$ cat src/rtl/fps_pkg.sv
// Shared constants and types for the framed packet sender.
// Used by the register block, the payload memory, the sequencer and the top level.
package fps_pkg;

   localparam int MAX_PAYLOAD = 32;
   localparam int HEADER_LEN  = 2;
   localparam int ADDR_W      = (MAX_PAYLOAD > 1) ? $clog2(MAX_PAYLOAD) : 1;
   localparam int CNT_W       = $clog2(MAX_PAYLOAD + 1);

   // Register indexes
   localparam logic REG_HEADER    = 1'b0;
   localparam logic REG_TRY_LIMIT = 1'b1;

   localparam logic [3:0] TRY_LIMIT_RESET = 4'd6;

   // Request commands
   localparam logic CMD_PAYLOAD = 1'b0;
   localparam logic CMD_REPLY   = 1'b1;

   // Packet phases
   localparam logic [1:0] PH_IDLE    = 2'd0;
   localparam logic [1:0] PH_COLLECT = 2'd1;
   localparam logic [1:0] PH_AWAIT   = 2'd2;

   localparam logic [7:0] ACK_BYTE = 8'h00;

   typedef struct packed {
      logic [15:0] header_bytes;
      logic [3:0]  try_limit;
   } cfg_type;

   typedef struct packed {
      logic              en;
      logic [ADDR_W-1:0] addr;
      logic [7:0]        data;
   } ram_wr_type;

endpackage

$ cat src/rtl/fps_payload_ram.sv
// Payload store: one write port and one registered read port, read data in the next cycle.
// Depends on fps_pkg for the depth and the write port struct.
module fps_payload_ram import fps_pkg::*; (
   input  logic              clock,
   input  ram_wr_type        wr,
   input  logic [ADDR_W-1:0] raddr,
   output logic [7:0]        rdata
);

   logic [7:0] payload_mem [MAX_PAYLOAD];
   logic [7:0] rdata_ff;

   always_ff @(posedge clock) begin
      if (wr.en) begin
         payload_mem[wr.addr] <= wr.data;
      end
      rdata_ff <= payload_mem[raddr];
   end

   assign rdata = rdata_ff;

endmodule

$ cat src/rtl/fps_csr.sv
// APB-style configuration registers: frame header bytes and try limit.
// Depends on fps_pkg for register indexes and the configuration struct.
module fps_csr import fps_pkg::*; (
   input  logic        clock,
   input  logic        reset,
   input  logic        psel,
   input  logic        penable,
   input  logic        pwrite,
   input  logic [2:0]  paddr,
   input  logic [31:0] pwdata,
   output logic [31:0] prdata,
   output logic        pready,
   output cfg_type     cfg
);

   logic [15:0] header_ff;
   logic [15:0] header_in;
   logic [3:0]  try_limit_ff;
   logic [3:0]  try_limit_in;
   logic        wr_en;
   logic        reg_idx;

   assign pready  = 1'b1;
   assign reg_idx = paddr[2];
   assign wr_en   = psel && penable && pwrite && pready;

   always_comb begin
      header_in    = header_ff;
      try_limit_in = try_limit_ff;
      if (wr_en) begin
         case (reg_idx)
            REG_HEADER:    header_in    = pwdata[15:0];
            REG_TRY_LIMIT: try_limit_in = pwdata[3:0];
            default: ;
         endcase
      end
   end

   always_comb begin
      case (reg_idx)
         REG_HEADER:    prdata = {16'd0, header_ff};
         REG_TRY_LIMIT: prdata = {28'd0, try_limit_ff};
         default:       prdata = 32'd0;
      endcase
   end

   always_ff @(posedge clock) begin
      if (reset) begin
         header_ff    <= 16'd0;
         try_limit_ff <= TRY_LIMIT_RESET;
      end else begin
         header_ff    <= header_in;
         try_limit_ff <= try_limit_in;
      end
   end

   assign cfg.header_bytes = header_ff;
   assign cfg.try_limit    = try_limit_ff;

endmodule

$ cat src/rtl/fps_seq.sv
// Packet sequencer: request decode, checksum and retry state, byte emission.
// Depends on fps_pkg; reads and writes the payload memory through its ports.
module fps_seq import fps_pkg::*; (
   input  logic              clock,
   input  logic              reset,
   input  cfg_type           cfg,
   input  logic              req_valid,
   output logic              req_stall,
   input  logic              req_command,
   input  logic [7:0]        req_packet_id,
   input  logic              req_confirm,
   input  logic [7:0]        req_data_byte,
   input  logic              req_last_byte,
   output ram_wr_type        ram_wr,
   output logic [ADDR_W-1:0] ram_raddr,
   input  logic [7:0]        ram_rdata,
   output logic              rsp_valid,
   input  logic              rsp_stall,
   output logic [7:0]        rsp_tx_byte,
   output logic              rsp_is_done,
   output logic              rsp_success,
   output logic              rsp_last
);

   localparam logic [3:0] ST_IDLE   = 4'd0;
   localparam logic [3:0] ST_HEAD1  = 4'd1;
   localparam logic [3:0] ST_HEAD0  = 4'd2;
   localparam logic [3:0] ST_PID    = 4'd3;
   localparam logic [3:0] ST_DATA   = 4'd4;
   localparam logic [3:0] ST_REPLAY = 4'd5;
   localparam logic [3:0] ST_SUML   = 4'd6;
   localparam logic [3:0] ST_SUMH   = 4'd7;
   localparam logic [3:0] ST_DONE   = 4'd8;
   localparam logic [3:0] ST_HEAD_FIRST = (HEADER_LEN == 2) ? ST_HEAD1 : ST_HEAD0;

   logic [3:0]        step_ff, step_in, step_nxt;
   logic [1:0]        phase_ff, phase_in;
   logic [CNT_W-1:0]  count_ff, count_in;
   logic [7:0]        sum_low_ff, sum_low_in;
   logic [7:0]        sum_high_ff, sum_high_in;
   logic [7:0]        pid_ff, pid_in;
   logic              conf_ff, conf_in;
   logic [3:0]        tries_ff, tries_in;
   logic [ADDR_W-1:0] idx_ff, idx_in;
   logic [7:0]        data_ff, data_in;
   logic              has_data_ff, has_data_in;
   logic              has_tail_ff, has_tail_in;
   logic              has_done_ff, has_done_in;
   logic              ok_ff, ok_in;
   logic              replay_ff, replay_in;

   logic              rsp_valid_ff, rsp_valid_in;
   logic [7:0]        rsp_tx_ff, rsp_tx_in;
   logic              rsp_done_ff, rsp_done_in;
   logic              rsp_ok_ff, rsp_ok_in;
   logic              rsp_last_ff, rsp_last_in;

   logic              accept;
   logic              out_free;
   logic              emitting;
   logic              start;
   logic              store;
   logic [CNT_W-1:0]  cnt_base;
   logic [7:0]        sl_base, sh_base, sl_new;
   logic              conf_new;
   logic [3:0]        limit;
   logic              replay_end;
   logic [7:0]        emit_byte;

   assign req_stall = (step_ff != ST_IDLE);
   assign accept    = req_valid && !req_stall;
   assign out_free  = !rsp_valid_ff || !rsp_stall;
   assign emitting  = (step_ff != ST_IDLE) && out_free;

   assign replay_end = (CNT_W'(idx_ff) + CNT_W'(1)) == count_ff;

   // Request decode terms
   assign start    = (phase_ff == PH_IDLE);
   assign cnt_base = start ? '0 : count_ff;
   assign sl_base  = start ? 8'd0 : sum_low_ff;
   assign sh_base  = start ? 8'd0 : sum_high_ff;
   assign store    = cnt_base < CNT_W'(MAX_PAYLOAD);
   assign sl_new   = sl_base + req_data_byte;
   assign conf_new = start ? req_confirm : conf_ff;
   assign limit    = (cfg.try_limit == 4'd0) ? 4'd1 : cfg.try_limit;

   // Step that follows the current one
   always_comb begin
      case (step_ff)
         ST_HEAD1: step_nxt = ST_HEAD0;
         ST_HEAD0: step_nxt = ST_PID;
         ST_PID: begin
            if (replay_ff)        step_nxt = ST_REPLAY;
            else if (has_data_ff) step_nxt = ST_DATA;
            else if (has_tail_ff) step_nxt = ST_SUML;
            else if (has_done_ff) step_nxt = ST_DONE;
            else                  step_nxt = ST_IDLE;
         end
         ST_DATA: begin
            if (has_tail_ff)      step_nxt = ST_SUML;
            else if (has_done_ff) step_nxt = ST_DONE;
            else                  step_nxt = ST_IDLE;
         end
         ST_REPLAY: step_nxt = replay_end ? ST_SUML : ST_REPLAY;
         ST_SUML:   step_nxt = ST_SUMH;
         ST_SUMH:   step_nxt = has_done_ff ? ST_DONE : ST_IDLE;
         default:   step_nxt = ST_IDLE;
      endcase
   end

   always_comb begin
      case (step_ff)
         ST_HEAD1:  emit_byte = cfg.header_bytes[15:8];
         ST_HEAD0:  emit_byte = cfg.header_bytes[7:0];
         ST_PID:    emit_byte = pid_ff;
         ST_DATA:   emit_byte = data_ff;
         ST_REPLAY: emit_byte = ram_rdata;
         ST_SUML:   emit_byte = sum_low_ff;
         ST_SUMH:   emit_byte = sum_high_ff;
         default:   emit_byte = 8'd0;
      endcase
   end

   always_comb begin
      step_in     = step_ff;
      phase_in    = phase_ff;
      count_in    = count_ff;
      sum_low_in  = sum_low_ff;
      sum_high_in = sum_high_ff;
      pid_in      = pid_ff;
      conf_in     = conf_ff;
      tries_in    = tries_ff;
      idx_in      = idx_ff;
      data_in     = data_ff;
      has_data_in = has_data_ff;
      has_tail_in = has_tail_ff;
      has_done_in = has_done_ff;
      ok_in       = ok_ff;
      replay_in   = replay_ff;
      ram_wr.en   = 1'b0;
      ram_wr.addr = cnt_base[ADDR_W-1:0];
      ram_wr.data = req_data_byte;

      rsp_valid_in = rsp_valid_ff;
      rsp_tx_in    = rsp_tx_ff;
      rsp_done_in  = rsp_done_ff;
      rsp_ok_in    = rsp_ok_ff;
      rsp_last_in  = rsp_last_ff;

      if (accept) begin
         if (req_command == CMD_PAYLOAD) begin
            if (phase_ff != PH_AWAIT) begin
               pid_in      = start ? req_packet_id : pid_ff;
               conf_in     = conf_new;
               count_in    = cnt_base;
               sum_low_in  = sl_base;
               sum_high_in = sh_base;
               tries_in    = start ? 4'd0 : tries_ff;
               phase_in    = PH_COLLECT;
               data_in     = req_data_byte;
               if (store) begin
                  ram_wr.en   = 1'b1;
                  count_in    = cnt_base + CNT_W'(1);
                  sum_low_in  = sl_new;
                  sum_high_in = sh_base + sl_new;
               end
               // Closing byte: send the check bytes, then wait or report
               if (req_last_byte) begin
                  tries_in = 4'd1;
                  phase_in = conf_new ? PH_AWAIT : PH_IDLE;
               end
               has_data_in = store;
               has_tail_in = req_last_byte;
               has_done_in = req_last_byte && !conf_new;
               ok_in       = 1'b1;
               replay_in   = 1'b0;
               if (start)              step_in = ST_HEAD_FIRST;
               else if (store)         step_in = ST_DATA;
               else if (req_last_byte) step_in = ST_SUML;
               else                    step_in = ST_IDLE;
            end
         end else if (phase_ff == PH_AWAIT) begin
            has_data_in = 1'b0;
            if (req_data_byte == ACK_BYTE) begin
               has_tail_in = 1'b0;
               has_done_in = 1'b1;
               ok_in       = 1'b1;
               replay_in   = 1'b0;
               phase_in    = PH_IDLE;
               step_in     = ST_DONE;
            end else if (tries_ff >= limit) begin
               has_tail_in = 1'b0;
               has_done_in = 1'b1;
               ok_in       = 1'b0;
               replay_in   = 1'b0;
               phase_in    = PH_IDLE;
               step_in     = ST_DONE;
            end else begin
               // Resend the whole frame from the store
               has_tail_in = 1'b1;
               has_done_in = 1'b0;
               replay_in   = 1'b1;
               idx_in      = '0;
               tries_in    = tries_ff + 4'd1;
               step_in     = ST_HEAD_FIRST;
            end
         end
      end

      if (emitting) begin
         rsp_valid_in = 1'b1;
         rsp_tx_in    = emit_byte;
         rsp_done_in  = (step_ff == ST_DONE);
         rsp_ok_in    = (step_ff == ST_DONE) && ok_ff;
         rsp_last_in  = (step_nxt == ST_IDLE);
         step_in      = step_nxt;
         if (step_ff == ST_REPLAY) begin
            idx_in = idx_ff + ADDR_W'(1);
         end
      end else if (!rsp_stall) begin
         rsp_valid_in = 1'b0;
      end
   end

   // The read address follows the next index, so the registered read data
   // always belongs to idx_ff. Stores land only while the sequencer is idle,
   // long before a replay reads them back.
   assign ram_raddr = idx_in;

   always_ff @(posedge clock) begin
      if (reset) begin
         step_ff      <= ST_IDLE;
         phase_ff     <= PH_IDLE;
         count_ff     <= '0;
         sum_low_ff   <= 8'd0;
         sum_high_ff  <= 8'd0;
         pid_ff       <= 8'd0;
         conf_ff      <= 1'b0;
         tries_ff     <= 4'd0;
         idx_ff       <= '0;
         has_data_ff  <= 1'b0;
         has_tail_ff  <= 1'b0;
         has_done_ff  <= 1'b0;
         ok_ff        <= 1'b0;
         replay_ff    <= 1'b0;
         rsp_valid_ff <= 1'b0;
      end else begin
         step_ff      <= step_in;
         phase_ff     <= phase_in;
         count_ff     <= count_in;
         sum_low_ff   <= sum_low_in;
         sum_high_ff  <= sum_high_in;
         pid_ff       <= pid_in;
         conf_ff      <= conf_in;
         tries_ff     <= tries_in;
         idx_ff       <= idx_in;
         has_data_ff  <= has_data_in;
         has_tail_ff  <= has_tail_in;
         has_done_ff  <= has_done_in;
         ok_ff        <= ok_in;
         replay_ff    <= replay_in;
         rsp_valid_ff <= rsp_valid_in;
      end
   end

   always_ff @(posedge clock) begin
      data_ff     <= data_in;
      rsp_tx_ff   <= rsp_tx_in;
      rsp_done_ff <= rsp_done_in;
      rsp_ok_ff   <= rsp_ok_in;
      rsp_last_ff <= rsp_last_in;
   end

   assign rsp_valid   = rsp_valid_ff;
   assign rsp_tx_byte = rsp_tx_ff;
   assign rsp_is_done = rsp_done_ff;
   assign rsp_success = rsp_ok_ff;
   assign rsp_last    = rsp_last_ff;

   a_await_confirmed: assert property (@(posedge clock) disable iff (reset)
      phase_ff == PH_AWAIT |-> conf_ff && tries_ff != 4'd0)
      else $error("awaiting a reply without a confirmed, sent frame");

   a_count_bound: assert property (@(posedge clock) disable iff (reset)
      count_ff <= CNT_W'(MAX_PAYLOAD))
      else $error("payload count beyond store depth");

   a_no_write_in_replay: assert property (@(posedge clock) disable iff (reset)
      step_ff == ST_REPLAY |-> !ram_wr.en)
      else $error("store written during replay");

   a_replay_has_data: assert property (@(posedge clock) disable iff (reset)
      step_ff == ST_REPLAY |-> count_ff != '0)
      else $error("replay of an empty payload");

   a_done_is_last: assert property (@(posedge clock) disable iff (reset)
      rsp_valid_ff && rsp_done_ff |-> rsp_last_ff && rsp_tx_ff == 8'd0)
      else $error("completion report not closing its request");

endmodule

$ cat src/rtl/framed_packet_sender_with_ack_retry.sv
// Framed packet sender with reply-driven retry: top level.
// A taken request sets the step register; its first result then moves to the output register.
// One result per cycle while the output is free; no new request until the last is registered.
// A resend emits HEADER_LEN + 3 + payload length bytes, the payload read back from its memory.
// Reset is synchronous: phase, counters, sums, flags and settings return to defaults; payload
// memory is not cleared, since only bytes written for the current packet are read back.
module framed_packet_sender_with_ack_retry import fps_pkg::*; (
   input  logic        clock,
   input  logic        reset,
   // Request channel
   input  logic        req_valid,
   output logic        req_stall,
   input  logic        req_command,
   input  logic [7:0]  req_packet_id,
   input  logic        req_confirm,
   input  logic [7:0]  req_data_byte,
   input  logic        req_last_byte,
   // Result channel
   output logic        rsp_valid,
   input  logic        rsp_stall,
   output logic [7:0]  rsp_tx_byte,
   output logic        rsp_is_done,
   output logic        rsp_success,
   output logic        rsp_last,
   // Configuration port
   input  logic        psel,
   input  logic        penable,
   input  logic        pwrite,
   input  logic [2:0]  paddr,
   input  logic [31:0] pwdata,
   output logic [31:0] prdata,
   output logic        pready
);

   cfg_type           cfg;
   ram_wr_type        ram_wr;
   logic [ADDR_W-1:0] ram_raddr;
   logic [7:0]        ram_rdata;

   // Header and try limit registers
   fps_csr u_csr (
      .clock   (clock),
      .reset   (reset),
      .psel    (psel),
      .penable (penable),
      .pwrite  (pwrite),
      .paddr   (paddr),
      .pwdata  (pwdata),
      .prdata  (prdata),
      .pready  (pready),
      .cfg     (cfg)
   );

   // Payload kept for resends; written as bytes arrive, read back during a resend
   fps_payload_ram u_ram (
      .clock (clock),
      .wr    (ram_wr),
      .raddr (ram_raddr),
      .rdata (ram_rdata)
   );

   // Decode each request, hold checksum and retry state, and emit one byte per cycle into the
   // output register while it is free; the next request is taken while the last result waits.
   fps_seq u_seq (
      .clock         (clock),
      .reset         (reset),
      .cfg           (cfg),
      .req_valid     (req_valid),
      .req_stall     (req_stall),
      .req_command   (req_command),
      .req_packet_id (req_packet_id),
      .req_confirm   (req_confirm),
      .req_data_byte (req_data_byte),
      .req_last_byte (req_last_byte),
      .ram_wr        (ram_wr),
      .ram_raddr     (ram_raddr),
      .ram_rdata     (ram_rdata),
      .rsp_valid     (rsp_valid),
      .rsp_stall     (rsp_stall),
      .rsp_tx_byte   (rsp_tx_byte),
      .rsp_is_done   (rsp_is_done),
      .rsp_success   (rsp_success),
      .rsp_last      (rsp_last)
   );

endmodule

$ cat config.mk
export PLATFORM = sky130hd
export DESIGN_NAME = framed_packet_sender_with_ack_retry
export DESIGN_NICKNAME = d
export VERILOG_FILES = /design/src/rtl/fps_pkg.sv /design/src/rtl/fps_payload_ram.sv /design/src/rtl/fps_csr.sv /design/src/rtl/fps_seq.sv /design/src/rtl/framed_packet_sender_with_ack_retry.sv
export SDC_FILE = /design/constraint.sdc
export NUM_CORES = 1
export LEC_CHECK = 0
export BUFFER_PORTS_ARGS = -buffer_cell sky130_fd_sc_hd__clkbuf_2
export CAP_MARGIN = 40
export CORE_ASPECT_RATIO = 1.1
export CORE_MARGIN = 2
export CORE_UTILIZATION = 45
export DETAILED_ROUTE_END_ITERATION = 6
export HOLD_SLACK_MARGIN = 0.03
export SLEW_MARGIN = 30
export SYNTH_ARGS = -nofsm -noshare
export SYNTH_HDL_FRONTEND = slang
export SYNTH_HIERARCHICAL = 1
export SYNTH_SLANG_ARGS = --single-unit
$ cat constraint.sdc
create_clock -name clock -period 3.8 [get_ports clock]
set_input_delay 0.38 -clock clock [delete_from_list [all_inputs] [get_ports clock]]
set_output_delay 0.38 -clock clock [all_outputs]
set_load 0.05 [all_outputs]
After elaboration in Yosys (flattened, before gate mapping)
Memories as Yosys holds them, arrays and structs flattened. A register that Yosys moved wholly into a read port is not among the register bits.
Cells that the tools add are included.
W data, S select, Z words.
- bits in registers: 91
- bits in writable memories: 256
- input port bits: 61
- output and inout bits: 46
- word-level logic and storage cells: 153
- memories: 1
- add/sub/neg operators: 6
- $lt $le $gt $ge: 2
- equal/unequal tests: 17
- muxes and demuxes: 75
- bitwise gates (word level): 2
- reduce and logical (&&, ||, !) cells: 28
- memory list (name ; depth ; bits a word ; read ports ; clocked after memory_dff ; wr ports ; line ; source):
    u_ram.payload_mem ; 32 ; 8 ; 1 ; 1 ; 1 ; fps_payload_ram.sv:10 ; logic [7:0] payload_mem [MAX_PAYLOAD];
- operators by type and width (cell ; number):
    $mux W4 ; 21
    $pmux W32 S2 ; 1
    $pmux W8 S7 ; 1
    $mux W5 ; 7
    $mux W8 ; 4
    $mux W1 ; 29
    $pmux W4 S7 ; 1
    $add A8 B8 Y8 ; 2
    $eq A4 B3 Y1 const B ; 4
    $mux W2 ; 8
    $mux W6 ; 2
    $reduce_and A3 Y1 ; 3
    $eq A4 B2 Y1 const B ; 2
    $logic_not A4 Y1 ; 2
    $logic_not A8 Y1 ; 1
    $reduce_and A4 Y1 ; 2
    $add A5 B1 Y6 const B ; 1
    $add A6 B1 Y6 const B ; 1
    $eq A6 B6 Y1 ; 1
    $logic_and A1 B1 Y1 ; 6
    $lt A6 B6 Y1 const B ; 1
    $ne A2 B2 Y1 const B ; 3
    $ne A3 B1 Y1 const B ; 2
    $reduce_and A6 Y1 ; 1
    16 further kinds ; 24

Logic depth before layout (Yosys ltp)
- depth in word-level cells: 10
- depth in mapped cells: 17
- depth with buffers taken out: 14

Hierarchy
Netlist, hierarchy kept.
- by module, submodules not included (module ; times used ; cells an instance ; area an instance (µm²) ; sequential area each (µm²)):
    fps_payload_ram ; 1 ; 417 ; 10053.4 ; 7847.5
    fps_seq ; 1 ; 511 ; 4431.8 ; 1611.5
    fps_csr ; 1 ; 123 ; 1166.1 ; 400.4

Worst setup path before layout
No wires, ideal clock.
- path kind: flip-flop to flip-flop
- start point: register u_seq.phase_ff[0]
- end point: register u_seq.sum_high_ff[7]
- setup time: 0.123 ns
- arrival time: 3.837 ns
- required time: 3.677 ns
- slack: -0.160 ns
- stages on the path, launching flop included: 18
- path buffers: 3
- clock period less this slack: 3.960 ns
- cells stage by stage: dfxtp_1 > buf_2 > or2_2 > clkbuf_1 > clkbuf_1 > and2_1 > ha_1 > fa_1 > a21o_1 > a21oi_1 > xnor2_1 > ha_1 > inv_1 > nor2_1 > a2111oi_0 > or4_1 > mux2i_1 > mux2_1
- word-level cells in the longest chain between the ends: 5
- elaborated cells on any way between the ends: 10
- those cells by class: 2 x add/sub; 1 x order compare; 1 x eq/ne; 4 x mux; 2 x reduce/logical
- ends and longest elaborated chain (element ; line ; source):
    start: declaration ; fps_seq.sv:37 ; logic [1:0] phase_ff, phase_in;
    start signal: assignment ; fps_seq.sv:249 ; phase_ff <= phase_in;
    $logic_not A2 Y1 ; fps_seq.sv:78 ; assign start = (phase_ff == PH_IDLE);
    $mux W8 ; fps_seq.sv:80 ; assign sl_base = start ? 8'd0 : sum_low_ff;
    $add A8 B8 Y8 ; fps_seq.sv:83 ; assign sl_new = sl_base + req_data_byte;
    $add A8 B8 Y8 ; fps_seq.sv:165 ; sum_high_in = sh_base + sl_new;
    $mux W8 ; fps_seq.sv:161 ; if (store) begin
    end signal: assignment ; fps_seq.sv:252 ; sum_high_ff <= sum_high_in;
    end: declaration ; fps_seq.sv:40 ; logic [7:0] sum_high_ff, sum_high_in;
Parallel ways exist; a longest one is shown, timed or not.
A chain may end at the register's enable or synchronous reset.

Worst setup path in the final report
- start point: register u_csr.try_limit_ff[1]
- end point: register u_ram.rdata_ff[4] (netlist: u_ram/rdata[4]) (read register of u_ram.payload_mem)
- word-level cells in the longest chain between the ends: 10
- ends and longest elaborated chain (element ; line ; source):
    start: declaration ; fps_csr.sv:18 ; logic [3:0] try_limit_ff;
    start signal: assignment ; fps_csr.sv:53 ; try_limit_ff <= try_limit_in;
    $logic_not A4 Y1 ; fps_seq.sv:85 ; assign limit = (cfg.try_limit == 4'd0) ? 4'd1 : cfg.try_limit;
    $mux W4 * ; fps_seq.sv:85 ;
    $ge A4 B4 Y1 * ; fps_seq.sv:191 ; end else if (tries_ff >= limit) begin
    $mux W5 * ; fps_seq.sv:191 ;
    $mux W5 * ; fps_seq.sv:184 ; if (req_data_byte == ACK_BYTE) begin
    $mux W5 * ; fps_seq.sv:182 ; end else if (phase_ff == PH_AWAIT) begin
    $mux W5 * ; fps_seq.sv:151 ; if (req_command == CMD_PAYLOAD) begin
    $mux W5 * ; fps_seq.sv:150 ; if (accept) begin
    $mux W5 ; fps_seq.sv:217 ; if (step_ff == ST_REPLAY) begin
    $mux W5 * ; fps_seq.sv:210 ; if (emitting) begin
    via ram_raddr[0] ; framed_packet_sender_with_ack_retry.sv:37 ; logic [ADDR_W-1:0] ram_raddr;
    end: declaration ; fps_payload_ram.sv:11 ; logic [7:0] rdata_ff;
Mark *: on every way through the listed nets, which the timed path passes. The rest lies on a longest branch.

==> results.sh <==
export IMPL_end_kind="register"
export IMPL_setup_viol=0
export IMPL_synthCells=1051
export IMPL_grt_pass1_vias=9177
export IMPL_clock_latency_ns=0.53
export IMPL_async_flop_share_pct=0
export IMPL_synthAdderAreaFrac_pct=2.09
export IMPL_grt_pass1_wl_mm=53.8
export IMPL_synth_edf_count=275
export IMPL_ys_top_cells_by_area="edfxtp_1 (53%), mux4_2 (12%), dfxtp_1 (10%)"
export IMPL_met1Wirelength_mm=15.1
export IMPL_drcViolationCount=0
export IMPL_antenna_found_initial=0
export IMPL_postSynthAreaPerCell_um2=14.9
export IMPL_worstSetupPathType="reg -> reg"
export IMPL_firstDrtPassIters=5
export IMPL_yosys_area_share_simple_pct=9.89
export IMPL_p_per_area_nw_per_um2=499
export IMPL_dpl_cell_count=1582
export IMPL_slew_headroom_pct=46.5
export IMPL_n_antenna_cell=0
export IMPL_dieArea_um2=36300
export IMPL_die_w_um=182
export IMPL_slew_viol_final=0
export IMPL_synth_seq_cells=355
export IMPL_drv_cap=0
export IMPL_vdd_drop_max_mv=0.334
export IMPL_grt_max_degree=36
export IMPL_start_util_pct=45.8
export IMPL_fin_ws_ns=0.133
export IMPL_yosys_warnings=6
export IMPL_netlist_area_leader_share_pct=52.8
export IMPL_finalCriticalPeriod_ns=3.67
export IMPL_cts_htree_levels=2
export IMPL_ios=107
export IMPL_cts_tree="built"
export IMPL_clk_path_buf_depth=3
export IMPL_coreArea_um2=34200
export IMPL_p_leak_nw=6.28
export IMPL_pre_cts_ws_ns=-0.0661
export IMPL_critPathArrivalTime_ns=4.08
export IMPL_seq_area_frac_synth_pct=63.0
export IMPL_clkSlewWorstSetupHoldPaths_ns=0.06
export IMPL_synth_xor_area_share_pct=1.18
export IMPL_port_buffers=71
export IMPL_fin_worst_skew_ns=0.0113
export IMPL_via_per_inst=5.53
export IMPL_ant_nets=0
export IMPL_synthMuxAreaShare_pct=15.4
export IMPL_fin_crit_sh_pct=96.5
export IMPL_synth_area_um2=15700
export IMPL_cts_buffers=39
export IMPL_grt_overflow_total=0
export IMPL_tritoncts_num_sinks=355
export IMPL_nets=1276
export IMPL_cts_root_buf="clkbuf_16"
export IMPL_synth_top_family_by_area="multiplexers"
export IMPL_gp_congestion=0.830
export IMPL_cp_start_kind="register"
export IMPL_power_total_mw=9.06
export IMPL_grt_util_all_layers_pct=19.6
export IMPL_met2_length_mm=17.4
export IMPL_rows=71
export IMPL_final_cells=1654
export IMPL_wl_met3_mm=1.77
export IMPL_status="finished clean"
export IMPL_setup_tns_ns=0
export IMPL_ys_flop_type="edfxtp_1"
export IMPL_wl_mm=35.1
export IMPL_syn_to_final_growth_pct=16.1
export IMPL_cp_max_fo=8
export IMPL_ys_types=63
export IMPL_cp_required_ns=4.22
export IMPL_worst_pin_slew_ns=0.800
export IMPL_dpl_hpwl_mm=23.5
export IMPL_vias=9148
export IMPL_finalHoldViolCount=0
export IMPL_synth_compound_area_share_pct=5.00
export IMPL_drive_gt1_share_pct=27.9
export IMPL_drt_iter0_drc=763
export IMPL_routed_top_layer="met4"
export IMPL_wire_per_inst_um=21.2
export IMPL_clock_fmax_mhz=273
export IMPL_synth_top_area_cell="edfxtp_1"
export IMPL_hold_class="in -> reg"
export IMPL_die_h_um=200
-- per-stage QoR --
stage | utilization [%] | area (µm²) | hold WS (ns)
3_3_place_gp | 49.4 | 16900 | 0.446
6_report | 53.1 | 18200 | 0.0794
3_5_place_dp | 49.5 | 16900 | 0.450
5_1_grt | 53.1 | 18200 | 0.0687
4_1_cts | 52.8 | 18100 | 0.0550
2_1_floorplan | - | 15700 | 0.433
-- final cells by class --
cell class	count	area [µm²]
flip-flops and latches	355	9860
multi-input cells	614	5390
fillers	2814	16000
clock inverters	20	138
well taps	438	548
clock buffers	47	1010
inverters	20	76.3
repair buffers	160	1150
-- final timing paths --
kind | from | end | slack [ns] | cells after the start
worst max register to register | u_csr/try_limit_ff[1]$_SDFFE_PP1P_ | u_ram/rdata[4]$_DFF_P_ | 0.13 | 13
worst min-delay path | req_packet_id[5] | u_seq/pid_ff[5]$_SDFFE_PP0P_ | 0.08 | 3
worst max-delay path | u_csr/try_limit_ff[1]$_SDFFE_PP1P_ | u_ram/rdata[4]$_DFF_P_ | 0.13 | 13
worst min register to register | u_seq/pid_ff[2]$_SDFFE_PP0P_ | u_seq/pid_ff[2]$_SDFFE_PP0P_ | 0.46 | 2
-- synth_stat cells, types with 4 or more instances --
master,count
edfxtp_1,275
mux4_2,85
dfxtp_1,80
nor2_1,79
nand2_1,68
a21oi_1,46
nand2b_1,45
clkbuf_1,35
mux2i_1,32
buf_4,31
and2_1,25
ha_1,23
inv_1,19
nor2b_1,18
mux2_2,15
xnor2_1,14
nand3_1,12
nor3_1,12
o21ai_0,11
a211oi_1,9
nand3b_1,8
a21o_1,7
xor2_1,7
a22oi_1,6
a221o_1,5
a221oi_1,5
buf_1,5
nand4_1,5
a31oi_1,4
nor3b_1,4
or4_1,4
-- placed cells by master (no fill, tap or decap), types with 8 or more instances in the layout --
cell type,n
edfxtp_1,275
mux4_2,85
dfxtp_1,79
nor2_1,78
buf_4,76
clkbuf_2,71
nand2_1,67
nand2b_1,45
a21oi_1,44
clkbuf_16,40
mux2i_1,32
and2_1,25
ha_1,20
inv_1,19
nor2b_1,18
conb_1,17
mux2_2,15
xnor2_1,14
nand3_1,12
nor3_1,12
o21ai_0,9
clkinv_1,8
clkbuf_1,8
nand3b_1,8
a211oi_1,8
-- kinds of logic (layout without fill, tap and decap cells) --
family	Yosys count	in the layout
AOI/OAI and AO/OA	119	119
xor gates and xnor gates	21	21
adders and majority gates	25	25
buffers and inverters	98	247
DFF	355	355
muxes	133	134
other	2	17
and+or+nand+nor	298	298
-- worst max-delay path: stages, from the launching register on --
cell	delay, ns
dfxtp_2	0.36
inv_1	0.06
a31o_2	0.23
ha_1	0.26
nand2b_1	0.14
a21o_1	0.20
a211oi_2	0.21
a31oi_1	0.11
buf_4	0.17
mux2_4	0.35
buf_12	0.18
mux4_2	0.44
mux4_2	0.56
mux2_2	0.29
-- power breakdown --
group	leakage [nW]	total, mW	switching [mW]	internal (mW)
combinational	2.60	1.18	0.814	0.367
clock	0.551	3.44	1.49	1.96
sequential	3.13	4.44	0.0888	4.35
total	6.28	9.06	2.39	6.67
-- sequential cells by signal (all words and copies together) (netlist names), 6 cells and up --
register / flops
u_ram/payload_mem: 256
u_csr/header_ff: 16
u_ram/rdata: 8
u_seq/data_ff: 8
u_seq/pid_ff: 8
u_seq/rsp_tx_byte: 8
u_seq/sum_high_ff: 8
u_seq/sum_low_ff: 8
u_seq/count_ff: 6
-- metal layers --
metal,global-route usage (%),vias up
li1,-,4238
met1,25.2,4611
met2,33.9,247
met3,3.15,52
met4,6.74,0
met5,0,-
-- timing repair --
item	CTS	global route
setup endpoints to repair	8	9
setup buffers	0	1
cloned	0	2
gates resized for setup	2	11
hold buffers	0	0
hold endpoints to repair	0	0
pin swaps	1	5
Power figures use the tool's default switching activity.
